<file path="src/hdl/assert_macros.svh">
// assertion helpers shared by the rtl
`ifndef ASSERT_MACROS_SVH
`define ASSERT_MACROS_SVH

// same-cycle implication
`define DOB_ASSERT_IMP(label, clk, rst, ante, cons, msg) \
   label: assert property (@(posedge clk) disable iff (rst) (ante) |-> (cons)) \
      else $error(msg);

// next-cycle implication
`define DOB_ASSERT_NXT(label, clk, rst, ante, cons, msg) \
   label: assert property (@(posedge clk) disable iff (rst) (ante) |=> (cons)) \
      else $error(msg);

`endif

</file>
<file path="src/hdl/dob_pkg.sv">
`timescale 1ns / 1ps

package dob_pkg;

   localparam int MAX_POINTS_DEF = 32;
   localparam int IDX_W          = 6;
   localparam int CNT_W          = 7;
   localparam int SIZE_W         = 32;
   localparam int VAL_W          = 32;
   localparam int EPS_W          = 16;
   localparam int R_W            = 50;
   localparam int VMR_W          = 52;
   localparam int DIFF_W         = 33;
   localparam int PROD_W         = 66;
   localparam int CMP_W          = 88;

   typedef struct packed {
      logic [IDX_W-1:0]         idx;
      logic [SIZE_W-1:0]        size;
      logic signed [VAL_W-1:0]  value;
   } point_type;

   localparam int POINT_W = IDX_W + SIZE_W + VAL_W;

   typedef enum logic [1:0] {
      SL_ABSENT,
      SL_INF,
      SL_QUAL,
      SL_FAIL
   } slope_type;

   typedef enum logic [4:0] {
      ST_IDLE,
      ST_SCAN_RD,
      ST_SCAN_CMP,
      ST_HULL_INIT,
      ST_HULL_RD,
      ST_HULL_LD,
      ST_HULL_CHK,
      ST_MUL1,
      ST_MUL2,
      ST_HULL_CMP,
      ST_POP,
      ST_POP_LD,
      ST_PUSH,
      ST_EMIT_RD0,
      ST_EMIT_LD0,
      ST_EMIT_NXT,
      ST_NEXT_RD,
      ST_NEXT_LD,
      ST_VMR,
      ST_TM1,
      ST_TM2,
      ST_TM3,
      ST_TRES,
      ST_DEC,
      ST_SHIFT,
      ST_FIN
   } state_type;

   typedef enum logic [4:0] {
      OP_NONE,
      OP_LOAD,
      OP_SCAN_CMP,
      OP_HULL_INIT,
      OP_HULL_LD,
      OP_MUL1,
      OP_MUL2,
      OP_POP,
      OP_POP_LD,
      OP_PUSH,
      OP_EMIT_RD0,
      OP_EMIT_LD0,
      OP_NEXT_RD,
      OP_NEXT_LD,
      OP_VMR,
      OP_TM1,
      OP_TM2,
      OP_TM3,
      OP_TRES,
      OP_DEC,
      OP_SHIFT,
      OP_FIN
   } op_type;

   typedef struct packed {
      op_type op;
      logic   side;
   } cmd_type;

   typedef struct packed {
      logic k_last_pt;
      logic j_last;
      logic have_prev;
      logic depth_ge2;
      logic turn_right;
      logic qualify;
      logic pend_vld;
      logic slot_free;
   } stat_type;

   // unsigned sizes to a signed difference
   function automatic logic signed [DIFF_W-1:0] size_diff(input logic [SIZE_W-1:0] x,
                                                          input logic [SIZE_W-1:0] y);
      size_diff = $signed({1'b0, x}) - $signed({1'b0, y});
   endfunction

   function automatic logic signed [DIFF_W-1:0] value_diff(input logic signed [VAL_W-1:0] x,
                                                           input logic signed [VAL_W-1:0] y);
      value_diff = $signed({x[VAL_W-1], x}) - $signed({y[VAL_W-1], y});
   endfunction

endpackage

</file>
<file path="src/hdl/dob_ctrl.sv">
`timescale 1ns / 1ps

module dob_ctrl (
   input  logic               clock,
   input  logic               reset,
   input  logic               req_valid,
   input  logic               req_final_point,
   output logic               req_ready,
   input  dob_pkg::stat_type  stat,
   output dob_pkg::cmd_type   cmd
);

   dob_pkg::state_type state_ff, state_in;
   logic side_ff, side_in;
   logic dec_go;

   // a new qualifier only waits when it pushes out an older one
   assign dec_go = !(stat.qualify && stat.pend_vld) || stat.slot_free;

   always_ff @(posedge clock) begin
      if (reset) begin
         state_ff <= dob_pkg::ST_IDLE;
         side_ff  <= 1'b0;
      end else begin
         state_ff <= state_in;
         side_ff  <= side_in;
      end
   end

   always_comb begin
      state_in = state_ff;
      side_in  = side_ff;
      case (state_ff)
         dob_pkg::ST_IDLE: begin
            if (req_valid && req_final_point) state_in = dob_pkg::ST_SCAN_RD;
         end
         dob_pkg::ST_SCAN_RD:   state_in = dob_pkg::ST_SCAN_CMP;
         dob_pkg::ST_SCAN_CMP: begin
            state_in = stat.k_last_pt ? dob_pkg::ST_HULL_INIT : dob_pkg::ST_SCAN_RD;
         end
         dob_pkg::ST_HULL_INIT: state_in = dob_pkg::ST_HULL_RD;
         dob_pkg::ST_HULL_RD:   state_in = dob_pkg::ST_HULL_LD;
         dob_pkg::ST_HULL_LD:   state_in = dob_pkg::ST_HULL_CHK;
         dob_pkg::ST_HULL_CHK: begin
            state_in = stat.depth_ge2 ? dob_pkg::ST_MUL1 : dob_pkg::ST_PUSH;
         end
         dob_pkg::ST_MUL1:      state_in = dob_pkg::ST_MUL2;
         dob_pkg::ST_MUL2:      state_in = dob_pkg::ST_HULL_CMP;
         dob_pkg::ST_HULL_CMP: begin
            state_in = stat.turn_right ? dob_pkg::ST_POP : dob_pkg::ST_PUSH;
         end
         dob_pkg::ST_POP:       state_in = dob_pkg::ST_POP_LD;
         dob_pkg::ST_POP_LD:    state_in = dob_pkg::ST_HULL_CHK;
         dob_pkg::ST_PUSH: begin
            state_in = stat.k_last_pt ? dob_pkg::ST_EMIT_RD0 : dob_pkg::ST_HULL_RD;
         end
         dob_pkg::ST_EMIT_RD0:  state_in = dob_pkg::ST_EMIT_LD0;
         dob_pkg::ST_EMIT_LD0:  state_in = dob_pkg::ST_EMIT_NXT;
         dob_pkg::ST_EMIT_NXT: begin
            state_in = stat.j_last ? dob_pkg::ST_VMR : dob_pkg::ST_NEXT_RD;
         end
         dob_pkg::ST_NEXT_RD:   state_in = dob_pkg::ST_NEXT_LD;
         dob_pkg::ST_NEXT_LD:   state_in = dob_pkg::ST_VMR;
         dob_pkg::ST_VMR: begin
            if (stat.have_prev) begin
               state_in = dob_pkg::ST_TM1;
               side_in  = 1'b0;
            end else if (!stat.j_last) begin
               state_in = dob_pkg::ST_TM1;
               side_in  = 1'b1;
            end else begin
               state_in = dob_pkg::ST_DEC;
            end
         end
         dob_pkg::ST_TM1:       state_in = dob_pkg::ST_TM2;
         dob_pkg::ST_TM2:       state_in = dob_pkg::ST_TM3;
         dob_pkg::ST_TM3:       state_in = dob_pkg::ST_TRES;
         dob_pkg::ST_TRES: begin
            if (!side_ff && !stat.j_last) begin
               state_in = dob_pkg::ST_TM1;
               side_in  = 1'b1;
            end else begin
               state_in = dob_pkg::ST_DEC;
            end
         end
         dob_pkg::ST_DEC: begin
            if (dec_go) state_in = stat.j_last ? dob_pkg::ST_FIN : dob_pkg::ST_SHIFT;
         end
         dob_pkg::ST_SHIFT:     state_in = dob_pkg::ST_EMIT_NXT;
         dob_pkg::ST_FIN: begin
            if (stat.slot_free) state_in = dob_pkg::ST_IDLE;
         end
         default:               state_in = dob_pkg::ST_IDLE;
      endcase
   end

   always_comb begin
      req_ready = 1'b0;
      cmd.side  = side_ff;
      cmd.op    = dob_pkg::OP_NONE;
      case (state_ff)
         dob_pkg::ST_IDLE: begin
            req_ready = 1'b1;
            if (req_valid) cmd.op = dob_pkg::OP_LOAD;
         end
         dob_pkg::ST_SCAN_CMP:  cmd.op = dob_pkg::OP_SCAN_CMP;
         dob_pkg::ST_HULL_INIT: cmd.op = dob_pkg::OP_HULL_INIT;
         dob_pkg::ST_HULL_LD:   cmd.op = dob_pkg::OP_HULL_LD;
         dob_pkg::ST_MUL1:      cmd.op = dob_pkg::OP_MUL1;
         dob_pkg::ST_MUL2:      cmd.op = dob_pkg::OP_MUL2;
         dob_pkg::ST_POP:       cmd.op = dob_pkg::OP_POP;
         dob_pkg::ST_POP_LD:    cmd.op = dob_pkg::OP_POP_LD;
         dob_pkg::ST_PUSH:      cmd.op = dob_pkg::OP_PUSH;
         dob_pkg::ST_EMIT_RD0:  cmd.op = dob_pkg::OP_EMIT_RD0;
         dob_pkg::ST_EMIT_LD0:  cmd.op = dob_pkg::OP_EMIT_LD0;
         dob_pkg::ST_NEXT_RD:   cmd.op = dob_pkg::OP_NEXT_RD;
         dob_pkg::ST_NEXT_LD:   cmd.op = dob_pkg::OP_NEXT_LD;
         dob_pkg::ST_VMR:       cmd.op = dob_pkg::OP_VMR;
         dob_pkg::ST_TM1:       cmd.op = dob_pkg::OP_TM1;
         dob_pkg::ST_TM2:       cmd.op = dob_pkg::OP_TM2;
         dob_pkg::ST_TM3:       cmd.op = dob_pkg::OP_TM3;
         dob_pkg::ST_TRES:      cmd.op = dob_pkg::OP_TRES;
         dob_pkg::ST_DEC: begin
            if (dec_go) cmd.op = dob_pkg::OP_DEC;
         end
         dob_pkg::ST_SHIFT:     cmd.op = dob_pkg::OP_SHIFT;
         dob_pkg::ST_FIN: begin
            if (stat.slot_free) cmd.op = dob_pkg::OP_FIN;
         end
         default:               cmd.op = dob_pkg::OP_NONE;
      endcase
   end

endmodule

</file>
<file path="config.mk">
export PLATFORM = sky130hd
export DESIGN_NAME = dob_ctrl
export DESIGN_NICKNAME = d
export VERILOG_FILES = /design/src/hdl/assert_macros.svh /design/src/hdl/dob_pkg.sv /design/src/hdl/dob_ctrl.sv
export SDC_FILE = /design/constraint.sdc
export NUM_CORES = 1
export LEC_CHECK = 0
export BUFFER_PORTS_ARGS = -buffer_cell sky130_fd_sc_hd__buf_2
export CAP_MARGIN = 30
export CORE_MARGIN = 4
export CORE_UTILIZATION = 23
export CTS_CLUSTER_DIAMETER = 40
export DETAILED_ROUTE_END_ITERATION = 16
export HOLD_SLACK_MARGIN = 0.02
export PLACE_DENSITY = 0.38
export RECOVER_POWER = 50
export SYNTH_ARGS = -nofsm -noshare
export SYNTH_HDL_FRONTEND = slang
export SYNTH_SLANG_ARGS = --single-unit
</file>
<file path="constraint.sdc">
create_clock -name clock -period 3.15 [get_ports clock]
set_clock_uncertainty 0.1 [all_clocks]
set_input_delay 0.1575 -clock clock [delete_from_list [all_inputs] [get_ports clock]]
set_output_delay 0.1575 -clock clock [all_outputs]
set_load 0.02 [all_outputs]
</file>
==> impl_metrics.py <==
metrics = {
    "logic_synthesis": {
        "synth-compound-area-share_pct": 40.8,
        "yosysWarnings": 0,
        "synth_top_family_by_area": "compound AO/OA/AOI/OAI gates",
        "synth_cells": 129,
        "synthSimpleGateAreaFrac_pct": 32.1,
        "synth.yosys.seq_area_share_pct": 14.1,
        "syn_area_um2": 855,
        "synth-adder-area-share_pct": 0,
        "synth-edff-count": 0,
        "synth_nets": 141,
        "synth_xor_area_share_pct": 0,
        "async_flop_share_pct": 0,
        "synth_common_cells": "o21ai_0 (18), a21oi_1 (11), nand2_1 (11), nor2_1 (11)",
        "synth_area_leader_cell": "dfxtp_1",
        "ys_types": 38,
        "yosys-top-cells-area": "dfxtp_1 (14%), o21ai_0 (11%), a21oi_1 (6.4%), buf_6 (5.3%), nand2_1 (4.8%)",
        "ys_dominant_reg_cell": "dfxtp_1",
        "synth_mux_area_share_pct": 0,
        "synth.most_common_cell": "o21ai_0",
        "syn_area_per_cell_um2": 6.62,
        "ys_seq_elements": 6,
        "yosys.area.top_type_share_pct": 14.1,
    },
    "clock_tree": {
        "cts_tree": "yes",
        "post_cts_resized": 0,
        "clock_latency_ns": 0.23,
        "postCtsHoldBufs": 0,
        "cts_max_level": 1,
        "clkTransAtPathRegs_ns": 0.04,
        "clk_path_buf_depth": 2,
        "cts_root_buf": "clkbuf_8",
        "cts_sinks": 6,
        "cts_buffers": 3,
        "cts_setup_buffers": 0,
    },
    "setup_path": {
        "worstReg2RegEnd": "state_ff[2]$_SDFFE_PP0P_",
        "cp_max_fo": 23,
        "crit_arrival_ns": 2.09,
        "r2r_setup_slack_ns": 1.10,
        "ff2ff_path_depth": 5,
        "cp-start-kind": "register",
        "worst-setup-path-type": "register to output pin",
        "r2r_start": "state_ff[0]$_SDFFE_PP0P_",
        "cp.required_ns": 2.89,
        "cp-end-kind": "output pin",
    },
    "floorplan": {
        "fp.dieArea_mm2": 0.00475,
        "die_w_um": 69.0,
        "start_util_pct": 24.6,
        "core_mm2": 0.00347,
        "ios": 19,
        "rows": 21,
        "die_h_um": 69.0,
    },
    "flow_run": {
        "cap_violations": 0,
    },
    "timing": {
        "rsz0062_at_grt": "no",
        "setup_viol": 0,
        "tightest_slew_ns": 0.820,
        "fin_setup_tns_ns": 0,
        "fmax_mhz": 426,
        "finalHoldViolCount": 0,
        "period_share_pct": 74.6,
        "slew_headroom_pct": 45.2,
        "period_needed_ns": 2.35,
        "slew_viol_final": 0,
        "fin_ws_ns": 0.801,
    },
    "cells_and_area": {
        "syn2layout_area_growth_pct": 11.7,
        "utilization_pct": 27.5,
        "stdcell_count": 185,
        "drive_gt1_share_pct": 16.5,
        "nets": 153,
        "diodes": 0,
    },
    "placed_design": {
        "dp_hpwl_um": 2040,
        "globalplace.congestion": 0.792,
        "io_buffers": 18,
        "pre_cts_ws_ns": 1.03,
        "dp.cells": 182,
    },
    "grt": {
        "grt_pass1_wl_um": 4490,
        "gr-total-overflow": 0,
        "grt_use_total_pct": 12.4,
        "antenna_found_initial": 0,
        "grt_pass1_vias": 949,
        "grt_max_degree": 28,
    },
    "hold_path": {
        "worstHoldPathCells": 2,
        "min-delay-start": "stat[5]",
        "hold_path_class": "input port to register",
        "whs_endpoint": "side_ff$_SDFFE_PP0P_",
    },
    "route": {
        "drt_iter0_markers": 44,
        "avgViaCountPerCell": 5.35,
        "routed_wl_um": 2700,
        "drc": 0,
        "ant_nets": 0,
        "num_vias": 989,
        "first_pass_iters": 4,
        "wl_per_cell_um": 14.6,
    },
    "power": {
        "p_leak_uw": 0.000327,
        "powerDensity_mw_per_mm2": 327,
        "max-vdd-ir-drop_v": 0.000148,
    },
    "outcome": {
        "status": "finished clean",
    },
}
## power by group
group | internal [uW] | leakage, uW | switching (uW)
clock | 82.3 | 0.0000216 | 35.7
combinational | 36.8 | 0.000257 | 55.9
sequential | 80.3 | 0.0000487 | 21.3
## layout make-up
cell class / instances / area (um2)
fill: 400 / 2510
multi-input combinational: 105 / 618
clock buffer: 3 / 41.3
inverter: 6 / 22.5
timing repair buffer: 19 / 95.1
tap: 46 / 57.6
sequential: 6 / 120
## state kept, by name, indices dropped and copies added, names as in the netlist
name / cells
state_ff: 5
side_ff: 1
## per-stage QoR
step	instance area (um2)	power, uW	hold slack [ns]
finish	955	312	0.0479
global route	955	336	0.0420
CTS	962	317	0.0464
detailed placement	921	197	0.284
global placement	921	199	0.286
floorplan	855	167	0.127
## kinds of logic (layout without fill, tap and decap cells)
kind of cell | count (synthesis) | after routing
DFF | 6 | 6
buffers and inverters | 18 | 28
AOI/OAI and AO/OA | 54 | 54
and+or+nand+nor | 51 | 51
## worst max-delay path by stage
stage | from | to | slack (ns) | depth (start not counted)
floorplan | state_ff[1]$_SDFFE_PP0P_ | state_ff[3]$_SDFFE_PP0P_ | 1.28 | 5
global placement | state_ff[0]$_SDFFE_PP0P_ | cmd[1] | 0.95 | 6
detailed placement | state_ff[0]$_SDFFE_PP0P_ | cmd[1] | 1.03 | 6
CTS | state_ff[0]$_SDFFE_PP0P_ | cmd[1] | 0.78 | 6
global route | state_ff[0]$_SDFFE_PP0P_ | cmd[1] | 0.65 | 6
finish | state_ff[0]$_SDFFE_PP0P_ | cmd[1] | 0.80 | 6
## layer usage
layer / global-route usage, % / routed length (um) / part of all wire, % / vias up
met3: 3.73 / 192 / 7.1 / 2
met5: 0 / 0 / 0 / -
met2: 19.3 / 1230 / 45 / 28
li1: - / - / - / 497
met1: 16.6 / 1260 / 47 / 462
met4: 3.41 / 18 / 0.67 / 0
## worst max-delay path, stage by stage (launching register included)
cell       delay, ns
dfxtp_1         0.81
inv_1           0.36
a2bb2oi_1       0.22
nor3_1          0.13
a21oi_1         0.06
o211ai_1        0.09
buf_2           0.19
## layout by cell type (no fill, tap or decap), types with 3 or more instances in the layout
| master | count |
|---|---|
| a21oi_1 | 11 |
| a22oi_1 | 3 |
| a31oi_1 | 3 |
| a32oi_1 | 3 |
| buf_2 | 16 |
| clkbuf_8 | 3 |
| dfxtp_1 | 6 |
| inv_1 | 6 |
| nand2_1 | 11 |
| nand2b_1 | 5 |
| nand3_1 | 3 |
| nor2_1 | 11 |
| nor2b_1 | 6 |
| nor3_1 | 5 |
| o21ai_0 | 19 |
No activity file was read; power rests on OpenSTA's default activity.
